`src/packed_variable_store_top_macros.svh`:
```
// Assertion macros used by the top level of the packed variable store.
`ifndef PACKED_VARIABLE_STORE_TOP_MACROS_SVH
`define PACKED_VARIABLE_STORE_TOP_MACROS_SVH
`ifndef ASSERT_OFF
`define PVS_ASSERT_IMPLIES(label, clk, rst_n, ante, cons) \
    label: assert property (@(posedge clk) disable iff (!rst_n) (ante) |-> (cons)) \
        else $error("packed variable store assertion failed");
`define PVS_ASSERT_NEXT(label, clk, rst_n, ante, cons) \
    label: assert property (@(posedge clk) disable iff (!rst_n) (ante) |=> (cons)) \
        else $error("packed variable store assertion failed");
`else
`define PVS_ASSERT_IMPLIES(label, clk, rst_n, ante, cons)
`define PVS_ASSERT_NEXT(label, clk, rst_n, ante, cons)
`endif
`endif

```
`src/pvs_pkg.sv`:
```
// Shared types, constants and helper functions of the packed variable store.
package pvs_pkg;

    localparam int KIND_COUNT         = 8;
    localparam int KIND_W             = 3;
    localparam int WIDTH_W            = 6;
    localparam int SHIFT_W            = 5;
    localparam int WORD_W             = 7;
    localparam int RT_WORD_W          = 10;
    localparam int BASE_W             = 9;
    localparam int DATA_W             = 32;
    localparam int QUEUE_DEPTH        = 2;

    localparam logic [KIND_W-1:0]  FIRST_RUNTIME_KIND = 3'd3;
    localparam logic [WIDTH_W-1:0] WIDTH_RESET        = 6'd32;

    localparam logic [1:0] MODE_READ   = 2'd0;
    localparam logic [1:0] MODE_WRITE  = 2'd1;
    localparam logic [1:0] MODE_NARROW = 2'd2;

    typedef enum logic [1:0] {
        OP_NONE,
        OP_READ,
        OP_WRITE
    } op_t;

    typedef struct packed {
        op_t                    op;
        logic                   runtime;
        logic                   out_of_range;
        logic [SHIFT_W-1:0]     shift;
        logic [WIDTH_W-1:0]     width;
        logic [WORD_W-1:0]      game_word;
        logic [RT_WORD_W-1:0]   rt_word;
        logic [DATA_W-1:0]      write_value;
    } pvs_entry_t;

    function automatic logic [DATA_W-1:0] field_mask(input logic [WIDTH_W-1:0] bits);
        logic [DATA_W-1:0] m;
        if (bits >= 6'd32)
        begin
            m = '1;
        end
        else
        begin
            m = (32'h1 << bits[SHIFT_W-1:0]) - 32'h1;
        end
        return m;
    endfunction

endpackage

```
`src/pvs_queue.sv`:
```
// Small FIFO of decoded transactions between the front and back ends.
module pvs_queue
    import pvs_pkg::*;
(
    input  logic        clk,
    input  logic        rst_n,
    input  logic        push,
    input  pvs_entry_t  push_entry,
    input  logic        pop,
    output pvs_entry_t  head,
    output logic        empty,
    output logic        full
);

    // The depth is a power of two, so the pointers wrap on their own.
    localparam int PTR_W = $clog2(QUEUE_DEPTH);

    pvs_entry_t       entries_reg [QUEUE_DEPTH];
    logic [PTR_W-1:0] wr_ptr_reg;
    logic [PTR_W-1:0] rd_ptr_reg;
    logic [PTR_W:0]   count_reg;

    always_ff @(posedge clk)
    begin
        if (push)
        begin
            entries_reg[wr_ptr_reg] <= push_entry;
        end
    end

    always_ff @(posedge clk or negedge rst_n)
    begin
        if (!rst_n)
        begin
            wr_ptr_reg <= '0;
            rd_ptr_reg <= '0;
            count_reg  <= '0;
        end
        else
        begin
            if (push)
            begin
                wr_ptr_reg <= wr_ptr_reg + 1'b1;
            end
            if (pop)
            begin
                rd_ptr_reg <= rd_ptr_reg + 1'b1;
            end
            if (push && !pop)
            begin
                count_reg <= count_reg + 1'b1;
            end
            else if (pop && !push)
            begin
                count_reg <= count_reg - 1'b1;
            end
        end
    end

    assign head  = entries_reg[rd_ptr_reg];
    assign empty = (count_reg == '0);
    assign full  = (count_reg == (PTR_W+1)'(QUEUE_DEPTH));

endmodule

```
`config.mk`:
```
export PLATFORM = sky130hd
export DESIGN_NAME = pvs_queue
export DESIGN_NICKNAME = d
export VERILOG_FILES = /design/src/packed_variable_store_top_macros.svh /design/src/pvs_pkg.sv /design/src/pvs_queue.sv
export SDC_FILE = /design/constraint.sdc
export NUM_CORES = 1
export LEC_CHECK = 0
export BUFFER_PORTS_ARGS = -buffer_cell sky130_fd_sc_hd__buf_2
export CORE_AREA = 2 2 109 111
export DETAILED_ROUTE_END_ITERATION = 8
export DIE_AREA = 0 0 111 113
export PLACE_DENSITY = 0.8
export SYNTH_ARGS = -nofsm -noshare
export SYNTH_HDL_FRONTEND = slang
export SYNTH_SLANG_ARGS = --single-unit
```
`constraint.sdc`:
```
create_clock -name clk -period 4 [get_ports clk]
set_input_delay 0.6 -clock clk [delete_from_list [all_inputs] [get_ports clk]]
set_output_delay 0.6 -clock clk [all_outputs]
set_load 0.01 [all_outputs]
```
==> flow_summary_export.csv <==
group,metric,value,unit
cells_and_area,multiInputGateArea,1000,um^2
worst_hold_path,hold_path_class,"input pin to register",
cells_and_area,largest_reg_flops,128,
job,maxCapViolations,0,
place,place_congestion,0.693,
cells_and_area,final_area,6320,um^2
critical_path,endpoint_kind,"output pin",
global_routing,grt_start_max_net_pins,66,
place,place_hpwl,5060,um
global_routing,grt_pass1_wl,12500,um
synthesis,synthCells,215,
clocking,cts.sinks,132,
pwr,leakage,2.55,nW
synthesis,synth-compound-area-share,0,
synthesis,yosysTopAreaCellShare,0.767,
place,dp.cells,486,
timing,slew_viol_final,0,
synthesis,ys_seq_area_frac,0.787,
synthesis,muxShareOfSynthArea,0.181,
synthesis,ys_seq_elements,132,
routing,dr.pass1.iters,4,
cells_and_area,finish.utilization,0.561,
die,start_util,0.445,
critical_path,critPathLaunchType,"register",
routing,avgRoutedWirePerCell,15.7,um
die,num_rows,39,
synthesis,synth_cell_types,13,
timing,slew_headroom,0.235,
cells_and_area,area_growth,26.1,%
critical_path,worstReg2RegEnd,"entries_reg[1][4]",
cells_and_area,num-fill-cells,880,
synthesis,netlist_area,5010,um^2
synthesis,synth_area_leaders,"edfxtp_1 (77%), mux2_4 (15%), mux2_2 (3.1%), dfrtp_1 (2.0%), buf_6 (1.3%)",
place,io_buffers,133,
timing,clock.fmax,0.356,GHz
clocking,ctsHtreeMaxLevel,4,
critical_path,r2r_cells,2,
timing,setup_viol,0,
critical_path,crit_start,"rd_ptr_reg",
routing,drtIter0Drc,52,
timing,worstMarginPinSlew,1150,ps
synthesis,synth_fp_nets,284,
critical_path,crit_fanout,65,
routing,post_drt_via_cell_ratio,4.68,
synthesis,synth-simple-area-share,0.00524,
critical_path,reg2reg_from,"wr_ptr_reg",
clocking,clk_pin_slew_worst_paths,50,ps
cells_and_area,drive_gt1_frac,0.609,
die,die_area,12500,um^2
timing,setup_tns,0,ps
clocking,clk_latency,400,ps
routing,final_antenna_net_count,0,
routing,wirelength,8060,um
clocking,cts-root-buf,"clkbuf_16",
clocking,cts.repair.resized,0,
clocking,cts_inserted_buffers,17,
synthesis,synth-xor-area-share,0.00874,
critical_path,crit_type,"register to output pin",
die,ios,134,
pwr,p_total,4.57,mW
die,die_y,113,um
die,fp.coreArea,11300,um^2
synthesis,synth_top_family_by_area,"multiplexers",
timing,holdWs,382,ps
timing,timing.final.ws_setup,1190,ps
synthesis,synth_top_area_cell,"edfxtp_1",
cells_and_area,layout.area.seq,3950,um^2
timing,min_period,2810,ps
global_routing,antenna_found_initial,0,
global_routing,grt_use_total,0.132,
synthesis,avgSynthCellArea,23.3,um^2
critical_path,crit_required,3400,ps
global_routing,grt_pass1_vias,2573,
routing,routed-via-count,2403,
synthesis,yosys.area_share.adder,0.00250,
cells_and_area,antenna_cells,0,
cells_and_area,final_cell_count_no_fill,514,
timing,grt_setup_unrepaired,"no",
global_routing,gr-total-overflow,0,
pwr,p_per_area,723,nW/um^2
outcome,status,"complete, no violations",
critical_path,ff2ff_setup_slack,2370,ps
critical_path,cp-endpoint,"head[53]",
timing,finalHoldViolCount,0,
die,die_w,111,um
clocking,tritoncts,"built",
timing,finalClockSkew,6.92,ps
timing,min_period_over_period,0.702,
pwr,max-vdd-ir-drop,0.319,mV
place,placed_area,5810,um^2
clocking,cts.path.max_buffers,2,
critical_path,cp.arrival,2210,ps
place,place_ws,1620,ps
cells_and_area,nets,432,
synthesis,yosysWarnings,0,
routing,drc_errors,0,
==> critical path, cell delays in order, from the launching register on <==
cell	delay [ps]
dfrtp_4	1150
mux2_2	420
buf_2	140
==> power breakdown <==
group	switching [mW]	internal [mW]
combinational	0.482	0.680
clock	0.497	0.825
sequential	0.243	1.84
==> kinds of logic (layout without fill, tap and decap cells) <==
family | count (synthesis) | count (layout)
mux | 64 | 64
buf+inv | 8 | 164
fa+ha+maj | 1 | 1
simple gates | 5 | 5
flops | 132 | 132
xor+xnor | 5 | 5
==> cell type report <==
cell class                      instances  share of cell area
Timing Repair Buffer                  136               0.109
Sequential cell                       132               0.625
Tap cell                              143              0.0283
Clock buffer                           19              0.0685
Multi-Input combinational cell         75               0.158
Clock inverter                          8              0.0105
Inverter                                1            0.000594
==> how the worst min path moves through the flow <==
stage,start,endpoint,slack [ps],cells past startpoint
after floorplan,rst_n,count_reg[0],300,0
after global placement,rst_n,count_reg[1],410,1
after detailed placement,rst_n,count_reg[1],410,1
after CTS,push_entry[26],entries_reg[1][26],370,1
after global routing,push_entry[26],entries_reg[1][26],360,1
final,push_entry[26],entries_reg[1][26],380,1
==> cell usage after synthesis <==
| cell | n |
|---|---|
| dfrtp_1 | 4 |
| inv_1 | 1 |
| nor2b_1 | 2 |
| mux2_4 | 50 |
| and2_1 | 1 |
| mux2_2 | 14 |
| xnor2_1 | 1 |
| ha_1 | 1 |
| buf_6 | 6 |
| nor2_1 | 2 |
| buf_2 | 1 |
| xor2_1 | 4 |
| edfxtp_1 | 128 |
==> cell usage in the layout, fill, tap and decap left out <==
cell / n
bufinv_16: 1
xor2_1: 4
mux2_4: 50
buf_4: 2
buf_2: 133
xnor2_1: 1
and2_2: 1
clkinv_1: 1
nor2_1: 2
nor2b_4: 1
dfrtp_1: 3
clkbuf_16: 17
ha_1: 1
clkbuf_1: 2
clkinv_2: 5
edfxtp_1: 128
dfrtp_4: 1
dlygate4sd3_1: 1
inv_1: 1
nor2b_1: 1
clkinvlp_4: 1
mux2_2: 14
==> what timing repair did <==
item,in CTS,in global routing
hold buffers,1,0
endpoints found under the hold margin,4,0
buffers inserted,0,0
==> per-layer routing <==
metal / vias to the layer above / wire length, um / part of all wire / track usage
met5: - / 0 / 0 / 0
met2: 84 / 4130 / 0.51 / 0.221
met4: 0 / 99 / 0.012 / 0.0525
li1: 1136 / - / - / -
met1: 1173 / 3310 / 0.41 / 0.147
met3: 10 / 521 / 0.065 / 0.0621
Power figures use the tool's default switching activity.
