`config.mk`:
```
export PLATFORM = sky130hd
export DESIGN_NAME = pvs_front
export DESIGN_NICKNAME = d
export VERILOG_FILES = /design/src/packed_variable_store_top_macros.svh /design/src/pvs_pkg.sv /design/src/pvs_front.sv
export SDC_FILE = /design/constraint.sdc
export NUM_CORES = 1
export LEC_CHECK = 0
export BUFFER_PORTS_ARGS = -buffer_cell sky130_fd_sc_hd__buf_2
export CAP_MARGIN = 30
export CORE_UTILIZATION = 45
export DETAILED_ROUTE_END_ITERATION = 12
export GPL_ROUTABILITY_DRIVEN = 0
export GPL_TIMING_DRIVEN = 1
export HOLD_SLACK_MARGIN = 0.12
export PLACE_DENSITY = 0.76
export SLEW_MARGIN = 20
export SYNTH_ARGS = -nofsm -noshare
export SYNTH_HDL_FRONTEND = slang
export SYNTH_SLANG_ARGS = --single-unit
```
`constraint.sdc`:
```
create_clock -name clk -period 7.75 [get_ports clk]
set_input_delay 1.55 -clock clk [delete_from_list [all_inputs] [get_ports clk]]
set_output_delay 1.55 -clock clk [all_outputs]
set_load 0.01 [all_outputs]
```
`src/packed_variable_store_top_macros.svh`:
```
// Assertion macros used by the top level of the packed variable store.
`ifndef PACKED_VARIABLE_STORE_TOP_MACROS_SVH
`define PACKED_VARIABLE_STORE_TOP_MACROS_SVH
`ifndef ASSERT_OFF
`define PVS_ASSERT_IMPLIES(label, clk, rst_n, ante, cons) \
    label: assert property (@(posedge clk) disable iff (!rst_n) (ante) |-> (cons)) \
        else $error("packed variable store assertion failed");
`define PVS_ASSERT_NEXT(label, clk, rst_n, ante, cons) \
    label: assert property (@(posedge clk) disable iff (!rst_n) (ante) |=> (cons)) \
        else $error("packed variable store assertion failed");
`else
`define PVS_ASSERT_IMPLIES(label, clk, rst_n, ante, cons)
`define PVS_ASSERT_NEXT(label, clk, rst_n, ante, cons)
`endif
`endif

```
`src/pvs_pkg.sv`:
```
// Shared types, constants and helper functions of the packed variable store.
package pvs_pkg;

    localparam int KIND_COUNT         = 8;
    localparam int KIND_W             = 3;
    localparam int WIDTH_W            = 6;
    localparam int SHIFT_W            = 5;
    localparam int WORD_W             = 7;
    localparam int RT_WORD_W          = 10;
    localparam int BASE_W             = 9;
    localparam int DATA_W             = 32;
    localparam int QUEUE_DEPTH        = 2;

    localparam logic [KIND_W-1:0]  FIRST_RUNTIME_KIND = 3'd3;
    localparam logic [WIDTH_W-1:0] WIDTH_RESET        = 6'd32;

    localparam logic [1:0] MODE_READ   = 2'd0;
    localparam logic [1:0] MODE_WRITE  = 2'd1;
    localparam logic [1:0] MODE_NARROW = 2'd2;

    typedef enum logic [1:0] {
        OP_NONE,
        OP_READ,
        OP_WRITE
    } op_t;

    typedef struct packed {
        op_t                    op;
        logic                   runtime;
        logic                   out_of_range;
        logic [SHIFT_W-1:0]     shift;
        logic [WIDTH_W-1:0]     width;
        logic [WORD_W-1:0]      game_word;
        logic [RT_WORD_W-1:0]   rt_word;
        logic [DATA_W-1:0]      write_value;
    } pvs_entry_t;

    function automatic logic [DATA_W-1:0] field_mask(input logic [WIDTH_W-1:0] bits);
        logic [DATA_W-1:0] m;
        if (bits >= 6'd32)
        begin
            m = '1;
        end
        else
        begin
            m = (32'h1 << bits[SHIFT_W-1:0]) - 32'h1;
        end
        return m;
    endfunction

endpackage

```
`src/pvs_front.sv`:
```
// Front end: width registers, reference decoding and range classification.
module pvs_front
    import pvs_pkg::*;
#(
    parameter int GAME_WORDS    = 128,
    parameter int RUNTIME_WORDS = 512
)
(
    input  logic                 clk,
    input  logic                 rst_n,
    input  logic                 cfg_we,
    input  logic [KIND_W-1:0]    cfg_index,
    input  logic [WIDTH_W-1:0]   cfg_data,
    input  logic                 in_valid,
    output logic                 in_stall,
    input  logic [1:0]           mode,
    input  logic [15:0]          var_ref,
    input  logic [BASE_W-1:0]    owner_base,
    input  logic [DATA_W-1:0]    write_value,
    input  logic                 clear_busy,
    input  logic                 q_full,
    output logic                 push,
    output pvs_entry_t           entry
);

    localparam logic [WORD_W:0]    GAME_LIMIT = (WORD_W+1)'(GAME_WORDS);
    localparam logic [12:0]        RT_LIMIT   = 13'(RUNTIME_WORDS);

    logic [WIDTH_W-1:0] width_reg [KIND_COUNT];

    logic [KIND_W-1:0]    kind;
    logic [WIDTH_W-1:0]   width;
    logic [WORD_W-1:0]    word;
    logic [RT_WORD_W-1:0] rt_word;
    logic                 runtime;
    logic                 range_err;

    always_ff @(posedge clk or negedge rst_n)
    begin
        if (!rst_n)
        begin
            for (int k = 0; k < KIND_COUNT; k++)
            begin
                width_reg[k] <= WIDTH_RESET;
            end
        end
        else if (cfg_we)
        begin
            width_reg[cfg_index] <= cfg_data;
        end
    end

    always_comb
    begin
        kind    = var_ref[14:12];
        word    = var_ref[11:5];
        width   = width_reg[kind];
        runtime = (kind >= FIRST_RUNTIME_KIND);
        rt_word = RT_WORD_W'(word) + (var_ref[15] ? RT_WORD_W'(owner_base) : '0);
        if (runtime)
        begin
            range_err = (13'(rt_word) >= RT_LIMIT);
        end
        else
        begin
            range_err = ((WORD_W+1)'(word) >= GAME_LIMIT);
        end

        entry.runtime      = runtime;
        entry.out_of_range = range_err;
        entry.shift        = var_ref[4:0];
        entry.game_word    = word;
        entry.rt_word      = rt_word;
        entry.write_value  = write_value;
        entry.width        = width;
        entry.op           = OP_NONE;
        if (!range_err)
        begin
            case (mode)
                MODE_READ:   entry.op = OP_READ;
                MODE_WRITE:  entry.op = OP_WRITE;
                MODE_NARROW:
                begin
                    if (width != '0)
                    begin
                        entry.op    = OP_WRITE;
                        entry.width = width - 6'd1;
                    end
                end
                default:     entry.op = OP_NONE;
            endcase
        end
    end

    assign in_stall = clear_busy || q_full;
    assign push     = in_valid && !in_stall;

endmodule

```
==> results of run 1 <==
## synthesized netlist by cell type (all sizes together) (2+ instances only)
library cell	number	area share, %
a21o	2	0.46
a21oi	3	0.46
a41oi	2	0.54
and2	7	1.3
buf	50	12
clkbuf	3	0.34
dfrtp	40	31
dfstp	8	6.4
ha	9	3.4
inv	8	0.92
mux2	50	17
mux2i	8	3.2
mux4	12	8.3
nand2	11	1.4
nand2b	2	0.38
nand3	3	0.46
nand4b	3	0.80
nor2	12	1.5
nor3	7	1.1
nor3b	3	1.3
o21a	2	0.46
o21ai	3	0.46
o22ai	2	0.38
o311ai	2	0.54
or3	3	0.57
xnor2	4	1.1
xor2	3	1.0
## layer usage
metal | routed length (µm) | vias to the layer above
met1 | 2920 | 1075
met2 | 3470 | 117
met3 | 664 | 8
met5 | 0 | -
met4 | 98 | 0
li1 | - | 988
## power breakdown
| group | switching [mW] | total, mW | internal [mW] |
|---|---|---|---|
| sequential | 0.0336 | 0.346 | 0.312 |
| combinational | 0.104 | 0.231 | 0.127 |
| clock | 0.0829 | 0.156 | 0.0726 |
| total | 0.221 | 0.732 | 0.511 |
## critical path: stages
cell and delay (ns):
buf_2 0.39, mux4_2 0.56, mux2i_1 0.37, ha_1 0.24, inv_1 0.05, nor2_2 0.10, nand2_2 0.08, nand2_2 0.11
mux2i_1 0.18, buf_2 0.15
## area by class of cell
cell class,count,area [µm²]
Clock buffer,7,86.3
Clock inverter,1,7.51
Fill cell,636,3460
Inverter,8,30.0
Multi-Input combinational cell,165,1630
Sequential cell,48,1210
Tap cell,96,120
Timing Repair Buffer,68,355
## path summary, 6_finish.rpt
check,end,slack (ns)
min in group asynchronous,width_reg[45],1.22
setup / recovery,entry[50],2.41
max in group asynchronous,width_reg[35],5.94
hold / removal,width_reg[22],0.49
hold reg to reg,width_reg[22],0.49
setup reg to reg,width_reg[24],6.96
## kinds of logic (layout without fill, tap and decap cells)
kind of cell,count (synthesis),after routing
AO/OA/AOI/OAI,22,22
XOR/XNOR,7,7
adder cells (fa/ha/maj),10,10
buffers and inverters,61,84
flip-flops,48,48
multiplexers,70,70
AND/OR/NAND/NOR,56,56
## metrics by stage
step                cell area, µm²  setup slack (ns)  utilization (%)  cells  power (mW)
detailed placement            3350              2.37             48.5    385       0.583
finish                        3440              2.41             49.9    393       0.732
CTS                           3440              2.37             49.9    393       0.738
floorplan                     3270              2.72                -    274       0.530
global placement              3320              2.41             48.1    382       0.569
global route                  3440              2.14             49.9    393       0.781
==> impl_metrics.env, run 1 <==
export IMPL_status="finished, final reports clean"
export IMPL_clkLatencyLatePin_ns=0.30
export IMPL_syn_nets=358
export IMPL_grt_pass1_wl_um=11200
export IMPL_grtUsageMet3_pct=5.59
export IMPL_design_core_area_mm2=0.00691
export IMPL_fmax_mhz=187
export IMPL_grtUsageMet1_pct=24.4
export IMPL_clkSinkCount=48
export IMPL_synth_seq_cells=48
export IMPL_fp_dieArea_mm2=0.00761
export IMPL_rsz0062_at_grt="no"
export IMPL_synth_edff_count=0
export IMPL_cts_buffers=5
export IMPL_startpoint="var_ref[12]"
export IMPL_syn_area_per_cell_um2=11.9
export IMPL_syn_inst=274
export IMPL_fp_dieW_um=87.2
export IMPL_die_h_um=87.2
export IMPL_nets=380
export IMPL_row_count=30
export IMPL_antenna_found_initial=0
export IMPL_setup_tns_ns=0
export IMPL_yosysUniqueCellTypes=49
export IMPL_firstDrtPassIters=4
export IMPL_grt_busiest_layer="met2"
export IMPL_fin_crit_ns=5.34
export IMPL_path_class="input pin to output pin"
export IMPL_antennaDiodeCount=0
export IMPL_crit_required_ns=6.20
export IMPL_vdd_drop_max_mv=0.113
export IMPL_endpoint_kind="output pin"
export IMPL_cp_start_kind="input pin"
export IMPL_slew_limit_headroom_pct=57.1
export IMPL_worstMarginPinSlew_ns=0.639
export IMPL_dp_final_hpwl_um=5590
export IMPL_grt_pass1_vias=2151
export IMPL_p_per_area_mw_per_mm2=213
export IMPL_final_cell_mix="buf_2 (67), mux2_2 (46), dfrtp_1 (40)"
export IMPL_drive_gt1_share_pct=51.9
export IMPL_drc_errors=0
export IMPL_ys_warn_count=0
export IMPL_arrival_ns=3.79
export IMPL_cts_root_buf="clkbuf_8"
export IMPL_drtIter0Drc=149
export IMPL_path_clk_slew_ns=0.08
export IMPL_syn_area_mm2=0.00327
export IMPL_cts_hold_buffers=0
export IMPL_cts_buffer_depth=2
export IMPL_synth_simple_gate_area_share_pct=10.2
export IMPL_final_antenna_net_count=0
export IMPL_area_growth_synth_to_final_pct=5.32
export IMPL_hold_viol=0
export IMPL_htree_levels=2
export IMPL_post_cts_setup_buffers=0
export IMPL_drt_vias_per_instance=5.57
export IMPL_slew_viol_final=0
export IMPL_period_share_pct=68.9
export IMPL_synth_top_flop_cell="dfrtp_1"
export IMPL_finalHoldWorstSlack_ns=0.489
export IMPL_largest_register_ffs=48
export IMPL_finalWirelength_um=7160
export IMPL_worstRegToRegCells=1
export IMPL_synth_seq_area_share_pct=37.0
export IMPL_synth_xor_area_share_pct=2.10
export IMPL_final_common_cell="buf_2"
export IMPL_cts_tree="yes"
export IMPL_overflow=0
export IMPL_synth_compound_area_share_pct=4.86
export IMPL_min_delay_start="width_reg[22]"
export IMPL_wl_per_cell_um=18.2
export IMPL_synth_fa_ha_area_share_pct=4.06
export IMPL_use_met2_pct=34.2
export IMPL_boundaryPins=140
export IMPL_reg2reg_from="width_reg[24]"
export IMPL_vias=2188
export IMPL_hold_path_class="flop to flop"
export IMPL_min_path_cells=1
export IMPL_power_leakage_nw=1.55
export IMPL_setup_viol=0
export IMPL_start_util_pct=47.3
export IMPL_grt_start_max_net_pins=28
export IMPL_synth_top_family_by_area="multiplexers"
export IMPL_synth_area_mux_share_pct=28.7
export IMPL_finalClockSkew_ns=0
export IMPL_port_buffers=65
export IMPL_drv_cap=0
export IMPL_cts_resized=0
export IMPL_track_usage_pct=19.9
export IMPL_crit_fanout=17
export IMPL_synthArstFlopShare_pct=100
(Power assumes the default switching activity.)
==> run 2: changes to the inputs <==
Settings changed: CORE_UTILIZATION 45 to 44, PLACE_DENSITY 0.76 to 0.78.
Clock period 7.75 ns to 4.44 ns, I/O delays scaled along.
==> run 2 against run 1 <==
Power increased by 76%. Die area is 2.2% higher. Clock power is 79% higher. Largest cell class unchanged. Critical path depth increased by 1. Clock skew unchanged. Cell count up 1.0%. Sequential cell count unchanged. Final area is 0.51% higher. Via count increased by 0.46%. Largest power group unchanged. Setup slack worse by 1.9 ns.
==> impl_metrics.env, run 2 (same netlist as run 1, synthesis figures left out) <==
export IMPL_post_cts_setup_buffers=0
export IMPL_drtIter0Drc=71
export IMPL_boundaryPins=140
export IMPL_cts_tree="yes"
export IMPL_worstPathCellList="buf_2 -> nand2_1 -> inv_1 -> ha_1 -> a211oi_1 -> o211a_1 -> nor4b_2 -> nor3b_4 -> nand3_1 -> mux2_1 -> buf_2"
export IMPL_design_core_area_mm2=0.00721
export IMPL_drt_vias_per_instance=5.54
export IMPL_final_cells=397
export IMPL_wl_per_cell_um=17.3
export IMPL_fin_crit_ns=3.97
export IMPL_dp_final_hpwl_um=5340
export IMPL_hold_path_class="input pin to asynchronous set/reset pin"
export IMPL_finish_utilization_pct=48.0
export IMPL_cts_resized=0
export IMPL_slew_viol_final=0
export IMPL_numPlacedInstances=389
export IMPL_area_growth_synth_to_final_pct=5.86
export IMPL_period_share_pct=89.5
export IMPL_setup_viol=0
export IMPL_path_clk_slew_ns=0.09
export IMPL_grt_pass1_wl_um=10800
export IMPL_largest_register_ffs=48
export IMPL_antennaDiodeCount=0
export IMPL_hold_viol=0
export IMPL_final_antenna_net_count=0
export IMPL_grt_pass1_vias=2218
export IMPL_final_cell_mix="buf_2 (67), mux2_2 (46), dfrtp_1 (40)"
export IMPL_clkSinkCount=48
export IMPL_crit_fanout=10
export IMPL_final_common_cell="buf_2"
export IMPL_track_usage_pct=18.6
export IMPL_arrival_ns=3.09
export IMPL_start_util_pct=45.3
export IMPL_die_h_um=88.2
export IMPL_endpoint_kind="output pin"
export IMPL_overflow=0
export IMPL_drc_errors=0
export IMPL_setup_tns_ns=0
export IMPL_cts_root_buf="clkbuf_8"
export IMPL_drive_gt1_share_pct=52.0
export IMPL_htree_levels=2
export IMPL_cts_hold_buffers=0
export IMPL_status="finished, final reports clean"
export IMPL_fp_dieW_um=88.2
export IMPL_vdd_drop_max_mv=0.213
export IMPL_cp_slowest_cell="a211oi_1"
export IMPL_row_count=31
export IMPL_slew_limit_headroom_pct=56.5
export IMPL_postPlaceCellArea_mm2=0.00336
export IMPL_nets=381
export IMPL_grt_start_max_net_pins=35
export IMPL_fmax_mhz=252
export IMPL_path_common_cell="buf_2"
export IMPL_finalClockSkew_ns=0
export IMPL_fp_dieArea_mm2=0.00778
export IMPL_fin_area_mm2=0.00346
export IMPL_cp_start_kind="input pin"
export IMPL_finalWirelength_um=6850
export IMPL_max_stage_delay_ns=0.35
export IMPL_cts_buffers=5
export IMPL_power_leakage_nw=1.56
export IMPL_p_per_area_mw_per_mm2=373
export IMPL_firstDrtPassIters=4
export IMPL_rsz0062_at_grt="no"
export IMPL_crit_required_ns=3.55
export IMPL_cts_buffer_depth=2
export IMPL_antenna_found_initial=0
export IMPL_worstMarginPinSlew_ns=0.649
export IMPL_drv_cap=0
export IMPL_vias=2198
export IMPL_clkLatencyLatePin_ns=0.30
export IMPL_port_buffers=65
export IMPL_path_class="input pin to output pin"
==> run 2: cell types whose count changed in the layout (fill, tap and decap cells not counted) <==
cell	before	now
buf_4	0	1
clkinvlp_4	1	0
clkbuf_8	6	7
==> run 2: final timing paths <==
kind / start / slack (ns) / depth (start not counted) / end
setup / recovery: var_ref[15] / 0.47 / 11 / entry[54]
hold / removal: rst_n / 0.49 / 1 / width_reg[30]
setup reg to reg: width_reg[43] / 3.65 / 1 / width_reg[43]
hold reg to reg: width_reg[20] / 0.49 / 1 / width_reg[20]
max in group asynchronous: rst_n / 3.38 / 2 / width_reg[23]
min in group clk: width_reg[20] / 0.49 / 1 / width_reg[20]
==> run 2: metrics by stage <==
stage | setup slack, ns | hold slack, ns | total power, mW
2_1_floorplan | 0.731 | 0.453 | 0.925
3_3_place_gp | 0.512 | 0.464 | 0.999
4_1_cts | 0.445 | 0.494 | 1.30
3_5_place_dp | 0.449 | 0.476 | 1.02
5_1_grt | 0.300 | 0.489 | 1.37
6_report | 0.466 | 0.490 | 1.29
==> run 2: per-layer routing <==
layer  global-route usage (%)  share of wire [%]
met2                     32.1                 49
met3                     6.03                8.4
met5                        0                  0
met1                     21.6                 42
met4                     6.45               0.95
==> run 2: cell type report <==
cell class | count | area (µm²)
Clock buffer | 8 | 100
Fill cell | 656 | 3750
Inverter | 8 | 30.0
Multi-Input combinational cell | 165 | 1630
Sequential cell | 48 | 1210
Tap cell | 99 | 124
Timing Repair Buffer | 69 | 363
==> run 2: where the power goes <==
part,internal [mW],leakage (nW),switching [mW]
combinational,0.225,0.941,0.185
clock,0.142,0.0515,0.137
sequential,0.545,0.564,0.0584
==> run 2: worst max-delay path: cells and delay by family <==
kind                       cells  cell delay [ns]
and+or+nand+nor                4             0.63
AOI/OAI and AO/OA              2             0.60
buffers and inverters          3             0.35
adders and majority gates      1             0.28
muxes                          1             0.33
